`config.mk`:
```
export PLATFORM = sky130hd
export DESIGN_NAME = terminal_key_sequence_encoder
export DESIGN_NICKNAME = d
export VERILOG_FILES = /design/src/rtl/tkse_pkg.sv /design/src/rtl/terminal_key_sequence_encoder.sv /design/src/rtl/tkse_front.sv /design/src/rtl/tkse_queue.sv /design/src/rtl/tkse_back.sv
export VERILOG_INCLUDE_DIRS = /design/src /design/src/rtl
export SDC_FILE = /design/constraint.sdc
export NUM_CORES = 1
export LEC_CHECK = 0
export BUFFER_PORTS_ARGS = -buffer_cell sky130_fd_sc_hd__buf_2
export CAP_MARGIN = 40
export CORE_MARGIN = 2
export CORE_UTILIZATION = 52
export DETAILED_ROUTE_END_ITERATION = 7
export PLACE_DENSITY = 0.7
export RECOVER_POWER = 100
export SLEW_MARGIN = 20
export SYNTH_ARGS = -nofsm -noshare
export SYNTH_HDL_FRONTEND = slang
export SYNTH_SLANG_ARGS = --single-unit
export TNS_END_PERCENT = 20
```
`constraint.sdc`:
```
create_clock -name clk -period 5.6 [get_ports clk]
set_input_delay 0.84 -clock clk [delete_from_list [all_inputs] [get_ports clk]]
set_output_delay 0.84 -clock clk [all_outputs]
set_load 0.01 [all_outputs]
```
`src/rtl/terminal_key_sequence_encoder_assert.svh`:
```
// ----------------------------------------------------------------------------
// terminal key sequence encoder assertion macros
// implication checks sampled on clk, disabled while rst_n is low
// ----------------------------------------------------------------------------
`ifndef TERMINAL_KEY_SEQUENCE_ENCODER_ASSERT_SVH
`define TERMINAL_KEY_SEQUENCE_ENCODER_ASSERT_SVH

`ifndef SYNTH

// same-cycle implication
`define TKSE_ASSERT_IMP(lbl, ante, cons) \
  lbl: assert property (@(posedge clk) disable iff (!rst_n) (ante) |-> (cons)) \
    else $error("tkse assertion failed");

// next-cycle implication
`define TKSE_ASSERT_NXT(lbl, ante, cons) \
  lbl: assert property (@(posedge clk) disable iff (!rst_n) (ante) |=> (cons)) \
    else $error("tkse assertion failed");

`else

`define TKSE_ASSERT_IMP(lbl, ante, cons)
`define TKSE_ASSERT_NXT(lbl, ante, cons)

`endif

`endif

```
`src/rtl/tkse_pkg.sv`:
```
// ----------------------------------------------------------------------------
// tkse_pkg
// types, key codes and xterm sequence tables of the key sequence encoder
// ----------------------------------------------------------------------------
`default_nettype none

package tkse_pkg;

  localparam int TKSE_QUEUE_DEPTH = 2;

  localparam logic [7:0] ESC_BYTE = 8'h1B;

  localparam logic [4:0] KIND_CHAR        = 5'd0;
  localparam logic [4:0] KIND_SHIFT       = 5'd1;
  localparam logic [4:0] KIND_CTRL        = 5'd2;
  localparam logic [4:0] KIND_ALT         = 5'd3;
  localparam logic [4:0] KIND_HIDE        = 5'd4;
  localparam logic [4:0] KIND_NAMED_FIRST = 5'd5;

  typedef struct packed {
    logic [4:0] key_kind;
    logic [7:0] base_char;
    logic [7:0] shifted_char;
  } tkse_in_t;

  typedef struct packed {
    logic [7:0] out_byte;
    logic       last_byte;
  } tkse_out_t;

  typedef logic [2:0] tkse_cnt_t;

  typedef struct packed {
    logic       alt;
    logic       named;
    logic [4:0] idx;
    logic [7:0] char_byte;
    tkse_cnt_t  total;
  } tkse_desc_t;

  typedef enum logic {
    ST_IDLE,
    ST_EMIT
  } tkse_state_t;

  typedef logic [4:0][7:0] tkse_body_t;

  function automatic tkse_body_t mk_body(input logic [7:0] b0, input logic [7:0] b1,
                                         input logic [7:0] b2, input logic [7:0] b3,
                                         input logic [7:0] b4);
    mk_body = {b4, b3, b2, b1, b0};
  endfunction

  function automatic tkse_cnt_t seq_len(input logic [4:0] idx);
    case (idx)
      5'd0, 5'd1, 5'd2, 5'd3, 5'd4:               seq_len = 3'd1;
      5'd5, 5'd6, 5'd7, 5'd8, 5'd9, 5'd10:        seq_len = 3'd3;
      5'd11, 5'd12, 5'd13, 5'd14:                 seq_len = 3'd4;
      5'd15, 5'd16, 5'd17, 5'd18:                 seq_len = 3'd3;
      5'd19, 5'd20, 5'd21, 5'd22, 5'd23, 5'd24,
      5'd25, 5'd26:                               seq_len = 3'd5;
      default:                                    seq_len = 3'd1;
    endcase
  endfunction

  function automatic tkse_body_t seq_body(input logic [4:0] idx);
    case (idx)
      5'd0:    seq_body = mk_body(8'h1B, 8'h00, 8'h00, 8'h00, 8'h00);
      5'd1:    seq_body = mk_body(8'h09, 8'h00, 8'h00, 8'h00, 8'h00);
      5'd2:    seq_body = mk_body(8'h0D, 8'h00, 8'h00, 8'h00, 8'h00);
      5'd3:    seq_body = mk_body(8'h7F, 8'h00, 8'h00, 8'h00, 8'h00);
      5'd4:    seq_body = mk_body(8'h20, 8'h00, 8'h00, 8'h00, 8'h00);
      5'd5:    seq_body = mk_body(8'h1B, 8'h5B, 8'h41, 8'h00, 8'h00);
      5'd6:    seq_body = mk_body(8'h1B, 8'h5B, 8'h42, 8'h00, 8'h00);
      5'd7:    seq_body = mk_body(8'h1B, 8'h5B, 8'h43, 8'h00, 8'h00);
      5'd8:    seq_body = mk_body(8'h1B, 8'h5B, 8'h44, 8'h00, 8'h00);
      5'd9:    seq_body = mk_body(8'h1B, 8'h5B, 8'h48, 8'h00, 8'h00);
      5'd10:   seq_body = mk_body(8'h1B, 8'h5B, 8'h46, 8'h00, 8'h00);
      5'd11:   seq_body = mk_body(8'h1B, 8'h5B, 8'h35, 8'h7E, 8'h00);
      5'd12:   seq_body = mk_body(8'h1B, 8'h5B, 8'h36, 8'h7E, 8'h00);
      5'd13:   seq_body = mk_body(8'h1B, 8'h5B, 8'h32, 8'h7E, 8'h00);
      5'd14:   seq_body = mk_body(8'h1B, 8'h5B, 8'h33, 8'h7E, 8'h00);
      5'd15:   seq_body = mk_body(8'h1B, 8'h4F, 8'h50, 8'h00, 8'h00);
      5'd16:   seq_body = mk_body(8'h1B, 8'h4F, 8'h51, 8'h00, 8'h00);
      5'd17:   seq_body = mk_body(8'h1B, 8'h4F, 8'h52, 8'h00, 8'h00);
      5'd18:   seq_body = mk_body(8'h1B, 8'h4F, 8'h53, 8'h00, 8'h00);
      5'd19:   seq_body = mk_body(8'h1B, 8'h5B, 8'h31, 8'h35, 8'h7E);
      5'd20:   seq_body = mk_body(8'h1B, 8'h5B, 8'h31, 8'h37, 8'h7E);
      5'd21:   seq_body = mk_body(8'h1B, 8'h5B, 8'h31, 8'h38, 8'h7E);
      5'd22:   seq_body = mk_body(8'h1B, 8'h5B, 8'h31, 8'h39, 8'h7E);
      5'd23:   seq_body = mk_body(8'h1B, 8'h5B, 8'h32, 8'h30, 8'h7E);
      5'd24:   seq_body = mk_body(8'h1B, 8'h5B, 8'h32, 8'h31, 8'h7E);
      5'd25:   seq_body = mk_body(8'h1B, 8'h5B, 8'h32, 8'h33, 8'h7E);
      5'd26:   seq_body = mk_body(8'h1B, 8'h5B, 8'h32, 8'h34, 8'h7E);
      default: seq_body = mk_body(8'h00, 8'h00, 8'h00, 8'h00, 8'h00);
    endcase
  endfunction

endpackage

`default_nettype wire

```
`src/rtl/terminal_key_sequence_encoder.sv`:
```
// path: key -> descriptor queue -> descriptor register -> output register
// throughput: one byte per cycle unless out_ready stalls the output, 1 to 6
// bytes per emitting key; the byte emitter sets that rate
// keys are taken one per cycle while the descriptor queue has room
// reset: modifier flags clear, queue empties, no byte is pending
// ----------------------------------------------------------------------------
// terminal_key_sequence_encoder
// turns key events into xterm-style terminal byte sequences
// ----------------------------------------------------------------------------
`default_nettype none

`include "terminal_key_sequence_encoder_assert.svh"

module terminal_key_sequence_encoder import tkse_pkg::*; #(
  parameter int QUEUE_DEPTH = TKSE_QUEUE_DEPTH
) (
  input  wire logic      clk,
  input  wire logic      rst_n,
  input  wire logic      in_valid,
  output logic           in_ready,
  input  wire tkse_in_t  in_data,
  output logic           out_valid,
  input  wire logic      out_ready,
  output tkse_out_t      out_data
);

  logic       q_push;
  logic       q_pop;
  logic       q_ready;
  logic       q_valid;
  logic       named_accept;
  tkse_desc_t push_desc;
  tkse_desc_t head_desc;

  assign named_accept = in_valid && in_ready && (in_data.key_kind >= KIND_NAMED_FIRST);

  tkse_front u_front (
    .clk      (clk),
    .rst_n    (rst_n),
    .in_valid (in_valid),
    .in_ready (in_ready),
    .in_data  (in_data),
    .q_ready  (q_ready),
    .q_push   (q_push),
    .q_desc   (push_desc)
  );

  tkse_queue #(
    .DEPTH (QUEUE_DEPTH)
  ) u_queue (
    .clk       (clk),
    .rst_n     (rst_n),
    .push      (q_push),
    .push_desc (push_desc),
    .q_ready   (q_ready),
    .pop       (q_pop),
    .q_valid   (q_valid),
    .head_desc (head_desc)
  );

  tkse_back u_back (
    .clk       (clk),
    .rst_n     (rst_n),
    .q_valid   (q_valid),
    .head_desc (head_desc),
    .pop       (q_pop),
    .out_valid (out_valid),
    .out_ready (out_ready),
    .out_data  (out_data)
  );

  `TKSE_ASSERT_IMP(a_push_room, q_push, q_ready)
  `TKSE_ASSERT_IMP(a_pop_data, q_pop, q_valid)
  `TKSE_ASSERT_NXT(a_named_queued, named_accept, q_valid)
  `TKSE_ASSERT_NXT(a_seq_continues, out_valid && out_ready && !out_data.last_byte, out_valid)

endmodule

`default_nettype wire

```
`src/rtl/tkse_front.sv`:
```
// ----------------------------------------------------------------------------
// tkse_front
// takes key requests, keeps the modifier flags and queues one descriptor
// for every key that emits bytes
// ----------------------------------------------------------------------------
`default_nettype none

module tkse_front import tkse_pkg::*; (
  input  wire logic       clk,
  input  wire logic       rst_n,
  input  wire logic       in_valid,
  output logic            in_ready,
  input  wire tkse_in_t   in_data,
  input  wire logic       q_ready,
  output logic            q_push,
  output tkse_desc_t      q_desc
);

  logic       shift_r, shift_nxt;
  logic       ctrl_r, ctrl_nxt;
  logic       alt_r, alt_nxt;
  logic       accept;
  logic       named;
  logic       emits;
  logic [7:0] sel_byte;
  logic [7:0] map_byte;
  logic [4:0] idx;

  assign in_ready = q_ready;
  assign accept   = in_valid && in_ready;

  always_comb begin
    if (shift_r && (in_data.shifted_char != 8'h00)) begin
      sel_byte = in_data.shifted_char;
    end else begin
      sel_byte = in_data.base_char;
    end
    map_byte = sel_byte;
    if (ctrl_r) begin
      if ((sel_byte >= 8'h61) && (sel_byte <= 8'h7A)) begin
        map_byte = sel_byte - 8'h60;
      end else if ((sel_byte >= 8'h40) && (sel_byte <= 8'h5F)) begin
        map_byte = sel_byte - 8'h40;
      end
    end
  end

  assign named  = (in_data.key_kind >= KIND_NAMED_FIRST);
  assign emits  = named || ((in_data.key_kind == KIND_CHAR) && (sel_byte != 8'h00));
  assign idx    = in_data.key_kind - KIND_NAMED_FIRST;
  assign q_push = accept && emits;

  always_comb begin
    q_desc.alt       = alt_r;
    q_desc.named     = named;
    q_desc.idx       = idx;
    q_desc.char_byte = map_byte;
    q_desc.total     = {2'b00, alt_r} + (named ? seq_len(idx) : 3'd1);
  end

  always_comb begin
    shift_nxt = shift_r;
    ctrl_nxt  = ctrl_r;
    alt_nxt   = alt_r;
    if (accept) begin
      case (in_data.key_kind)
        KIND_SHIFT: shift_nxt = !shift_r;
        KIND_CTRL:  ctrl_nxt  = !ctrl_r;
        KIND_ALT:   alt_nxt   = !alt_r;
        default: begin
          if (emits) begin
            shift_nxt = 1'b0;
            ctrl_nxt  = 1'b0;
            alt_nxt   = 1'b0;
          end
        end
      endcase
    end
  end

  always_ff @(posedge clk) begin
    if (!rst_n) begin
      shift_r <= 1'b0;
      ctrl_r  <= 1'b0;
      alt_r   <= 1'b0;
    end else begin
      shift_r <= shift_nxt;
      ctrl_r  <= ctrl_nxt;
      alt_r   <= alt_nxt;
    end
  end

endmodule

`default_nettype wire

```
`src/rtl/tkse_queue.sv`:
```
// ----------------------------------------------------------------------------
// tkse_queue
// small descriptor queue between the key front end and the byte emitter
// ----------------------------------------------------------------------------
`default_nettype none

module tkse_queue import tkse_pkg::*; #(
  parameter int DEPTH = TKSE_QUEUE_DEPTH
) (
  input  wire logic       clk,
  input  wire logic       rst_n,
  input  wire logic       push,
  input  wire tkse_desc_t push_desc,
  output logic            q_ready,
  input  wire logic       pop,
  output logic            q_valid,
  output tkse_desc_t      head_desc
);

  localparam int PW = $clog2(DEPTH);
  localparam int CW = $clog2(DEPTH + 1);

  tkse_desc_t      mem [DEPTH];
  logic [PW-1:0]   wr_ptr_r, wr_ptr_nxt;
  logic [PW-1:0]   rd_ptr_r, rd_ptr_nxt;
  logic [CW-1:0]   count_r, count_nxt;

  assign q_ready   = (count_r != CW'(DEPTH));
  assign q_valid   = (count_r != '0);
  assign head_desc = mem[rd_ptr_r];

  always_comb begin
    wr_ptr_nxt = wr_ptr_r;
    rd_ptr_nxt = rd_ptr_r;
    count_nxt  = count_r;
    if (push) begin
      wr_ptr_nxt = (wr_ptr_r == PW'(DEPTH - 1)) ? '0 : wr_ptr_r + 1'b1;
    end
    if (pop) begin
      rd_ptr_nxt = (rd_ptr_r == PW'(DEPTH - 1)) ? '0 : rd_ptr_r + 1'b1;
    end
    if (push && !pop) begin
      count_nxt = count_r + 1'b1;
    end else if (pop && !push) begin
      count_nxt = count_r - 1'b1;
    end
  end

  always_ff @(posedge clk) begin
    if (push) begin
      mem[wr_ptr_r] <= push_desc;
    end
  end

  always_ff @(posedge clk) begin
    if (!rst_n) begin
      wr_ptr_r <= '0;
      rd_ptr_r <= '0;
      count_r  <= '0;
    end else begin
      wr_ptr_r <= wr_ptr_nxt;
      rd_ptr_r <= rd_ptr_nxt;
      count_r  <= count_nxt;
    end
  end

endmodule

`default_nettype wire

```
`src/rtl/tkse_back.sv`:
```
// ----------------------------------------------------------------------------
// tkse_back
// walks one descriptor at a time and emits its bytes through an output register
// ----------------------------------------------------------------------------
`default_nettype none

module tkse_back import tkse_pkg::*; (
  input  wire logic       clk,
  input  wire logic       rst_n,
  input  wire logic       q_valid,
  input  wire tkse_desc_t head_desc,
  output logic            pop,
  output logic            out_valid,
  input  wire logic       out_ready,
  output tkse_out_t       out_data
);

  tkse_state_t state_r, state_nxt;
  tkse_desc_t  desc_r;
  tkse_cnt_t   pos_r;
  tkse_cnt_t   body_pos;
  tkse_body_t  body;
  logic        out_valid_r;
  tkse_out_t   out_data_r;
  tkse_out_t   emit_data;
  logic        emit_go;
  logic        last_pos;

  assign out_valid = out_valid_r;
  assign out_data  = out_data_r;

  assign emit_go  = (state_r == ST_EMIT) && (!out_valid_r || out_ready);
  assign last_pos = (pos_r == (desc_r.total - 3'd1));

  always_comb begin
    state_nxt = state_r;
    case (state_r)
      ST_IDLE: begin
        if (q_valid) begin
          state_nxt = ST_EMIT;
        end
      end
      ST_EMIT: begin
        if (emit_go && last_pos && !q_valid) begin
          state_nxt = ST_IDLE;
        end
      end
      default: state_nxt = ST_IDLE;
    endcase
  end

  always_comb begin
    pop      = 1'b0;
    body_pos = pos_r - {2'b00, desc_r.alt};
    body     = seq_body(desc_r.idx);
    case (state_r)
      ST_IDLE: pop = q_valid;
      ST_EMIT: pop = q_valid && emit_go && last_pos;
      default: pop = 1'b0;
    endcase
    if (desc_r.alt && (pos_r == 3'd0)) begin
      emit_data.out_byte = ESC_BYTE;
    end else if (desc_r.named) begin
      emit_data.out_byte = body[body_pos];
    end else begin
      emit_data.out_byte = desc_r.char_byte;
    end
    emit_data.last_byte = last_pos;
  end

  always_ff @(posedge clk) begin
    if (pop) begin
      desc_r <= head_desc;
      pos_r  <= 3'd0;
    end else if (emit_go) begin
      pos_r  <= pos_r + 3'd1;
    end
    if (emit_go) begin
      out_data_r <= emit_data;
    end
  end

  always_ff @(posedge clk) begin
    if (!rst_n) begin
      state_r     <= ST_IDLE;
      out_valid_r <= 1'b0;
    end else begin
      state_r <= state_nxt;
      if (emit_go) begin
        out_valid_r <= 1'b1;
      end else if (out_ready) begin
        out_valid_r <= 1'b0;
      end
    end
  end

endmodule

`default_nettype wire
```
==> impl_metrics.csv <==
group,metric,value,unit
run_status,outcome,"completed",
clock_tree,cts_root_buf,"clkbuf_8",
clock_tree,tritoncts,"yes",
timing,slew_violations,0,
grt,antenna_found_initial,0,
die,num_rows,33,
clock_tree,clock_path_buffers,2,
yosys,synth_area,0.004344,mm2
pwr,power.density,461.8,mW/mm2
layout,multi_input_area,0.002007,mm2
min_path,hp-class,"reg2reg",
critical_path,reg2reg_from,"u_front.shift_r",
pwr,vdd_ir_drop_max,0.1612,mV
detailed_routing,drc,0,
yosys,synthCells,385,
layout,area.growth.synth_to_final,9.130,%
yosys,synthDistinctLibCells,61,
critical_path,cp_max_fo,18,
die,die_h,95.40,um
yosys,synth_common_cells,"edfxtp_1, ha_1, inv_1, a21oi_1, nor2_1",
pwr,finalPower,2.189,mW
timing,setup_viol,0,
yosys,synth_edf_count,63,
yosys,synth_most_common_cell,"edfxtp_1",
grt,grt_pass1_vias,2888,
clock_tree,htreeDepth,3,
yosys,yosysWarnings,0,
layout,n_fill_cell,706,
detailed_routing,totalWireLength,8214,um
clock_tree,cts.sinks,75,
critical_path,critPathLaunchType,"input pin",
yosys,synthesis.nets,437,
grt,grt_pass1_wl,13210,um
placed_design,dp_cells,516,
clock_tree,clkLatencyLatePin,0.34,ns
detailed_routing,vias_per_cell,5.758,
clock_tree,cts-resized-gates,0,
yosys,synth_area_leaders,"edfxtp_1, ha_1, dfxtp_1",
critical_path,critPathCaptureType,"flop",
layout,drive_gt1_share,14.49,%
layout,fin_nets,475,
clock_tree,post_cts_buffers,0,
clock_tree,path_clk_slew,0.08,ns
detailed_routing,ant_nets,0,
clock_tree,hold_buffers,0,
placed_design,gp_congestion,0.9303,
yosys,yosys.area.top_type_share,43.55,%
timing,finClkSkew,0.01141,ns
clock_tree,cts_made_buffers,9,
critical_path,crit_slowest_cell,"and2_0",
yosys,seq_area_frac_synth,49.08,%
detailed_routing,drt_iter0_markers,153,
die,start_util,53.14,%
timing,max_freq,283.5,MHz
critical_path,slowest_delay,0.88,ns
placed_design,hpwlAfterDp,6088,um
critical_path,critPathBufInv,1,
detailed_routing,wl_per_cell,15.41,um
timing,timing.slew.headroom,26.60,%
timing,fin_crit_sh,62.99,%
die,fp.dieW,95.40,um
timing,period_needed,3.527,ns
yosys,synth_ff_type,"edfxtp_1",
die,dieArea,0.009101,mm2
pwr,p_leak,1.716,nW
yosys,async_reset_ff_share,0,%
run,maxCapViolations,0,
layout,seq_area,0.002132,mm2
detailed_routing,num_vias,3069,
layout,antenna_cells,0,
detailed_routing,first_pass_iters,5,
timing,finalSetupTns,0,ns
yosys,synth_top_cell_by_area,"edfxtp_1",
layout,instances_no_fill,533,
grt,gr-total-overflow,0,
critical_path,crit_type,"in2reg",
min_path,min_from,"u_queue.wr_ptr_r",
timing,tightest_slew,1.100,ns
critical_path,cpLargestDelayFamily,"simple AND/OR/NAND/NOR gates",
placed_design,numPortBuffers,35,
critical_path,crit_start,"in_data[0]",
yosys,synth-seq-cells,75,
timing,hold_viol,0,
timing,rsz0062_at_grt,"no",
grt,grt_use_total,19.13,%
critical_path,worstPathRequired,5.54,ns
die,ios,36,
critical_path,crit_chain,"clkbuf_1 > or4_1 > o21ai_0 > or3_1 > nor3_1 > nor2_1 > and2_0",
grt,grt_start_max_net_pins,21,
die,coreArea,0.008175,mm2
critical_path,arrival,3.47,ns
yosys,syn_area_per_cell,11.28,um2
[where the power goes]
part           leakage [nW]  switching [mW]  internal (mW)
Combinational         0.931           0.512          0.354
Sequential            0.684           0.113          0.818
Clock                 0.100           0.192          0.200
[worst min-delay path: cells and delay by family (launching register included)]
family / cells / cell delay (ns)
compound gates: 2 / 0.13
flops: 1 / 0.32
[layout by cell type, fill, tap and decap left out, types with 5 or more instances in the layout]
cell type	count
a21oi_1	23
a31oi_1	7
buf_2	20
clkbuf_1	18
clkbuf_8	10
dfxtp_1	12
edfxtp_1	63
ha_1	27
inv_1	26
mux2_2	16
mux2i_1	8
nand2_1	16
nand3_1	8
nor2_1	22
nor2b_1	10
nor3_1	12
o21a_1	5
o21ai_0	23
or4b_1	6
xnor2_1	9
[logic make-up (layout without fill, tap and decap cells)]
| group | Yosys count | after routing | share of synthesized area, % |
|---|---|---|---|
| DFF | 75 | 75 | 49.08 |
| buffers and inverters | 39 | 82 | 3.629 |
| muxes | 29 | 29 | 7.546 |
| and+or+nand+nor | 108 | 108 | 14.40 |
| xor gates and xnor gates | 13 | 13 | 2.621 |
| AOI/OAI and AO/OA | 94 | 94 | 14.95 |
| adders and majority gates | 27 | 27 | 7.776 |
[sequential cells by signal, indices dropped and copies added (netlist names)]
signal / cells
u_queue.mem: 36
u_back.desc_r: 18
u_back.out_data: 9
u_back.pos_r: 3
u_queue.count_r: 2
u_back.out_valid: 1
u_back.state_r: 1
u_front.alt_r: 1
u_front.ctrl_r: 1
u_front.shift_r: 1
u_queue.rd_ptr_r: 1
u_queue.wr_ptr_r: 1
[worst paths after layout]
kind / cells after the start / to / slack, ns
min: 2 / u_queue.wr_ptr_r / 0.50
max reg2reg: 6 / u_queue.mem[1][1] / 2.51
max: 7 / u_queue.mem[1][1] / 2.07
min reg2reg: 2 / u_queue.wr_ptr_r / 0.50
[per-layer routing]
metal / global-route usage (%) / vias up / part of all wire [%]
li1: - / 1527 / -
met1: 23.55 / 1437 / 42
met2: 33.45 / 96 / 51
met3: 3.794 / 9 / 4.9
met4: 6.786 / 0 / 1.6
met5: 0 / - / 0
[layout make-up]
| type | count | area share (%) |
|---|---|---|
| Clock buffer | 11 | 3.431 |
| Clock inverter | 5 | 0.7390 |
| Inverter | 28 | 2.217 |
| Multi-Input combinational cell | 271 | 42.33 |
| Sequential cell | 75 | 44.97 |
| Tap cell | 105 | 2.771 |
| Timing Repair Buffer | 38 | 3.537 |
[metrics by stage]
step                worst slack (ns)  util, %  hold slack [ns]  instance area (um2)
CTS                            2.343    58.94           0.4942                 4818
detailed placement             1.995    56.52           0.4804                 4621
global route                   1.871    57.99           0.5272                 4741
floorplan                      2.310        -           0.4546                 4344
finish                         2.073    57.99           0.4954                 4741
global placement               2.065    56.24           0.4716                 4598
Note: power is estimated with default switching activity, not from simulation.
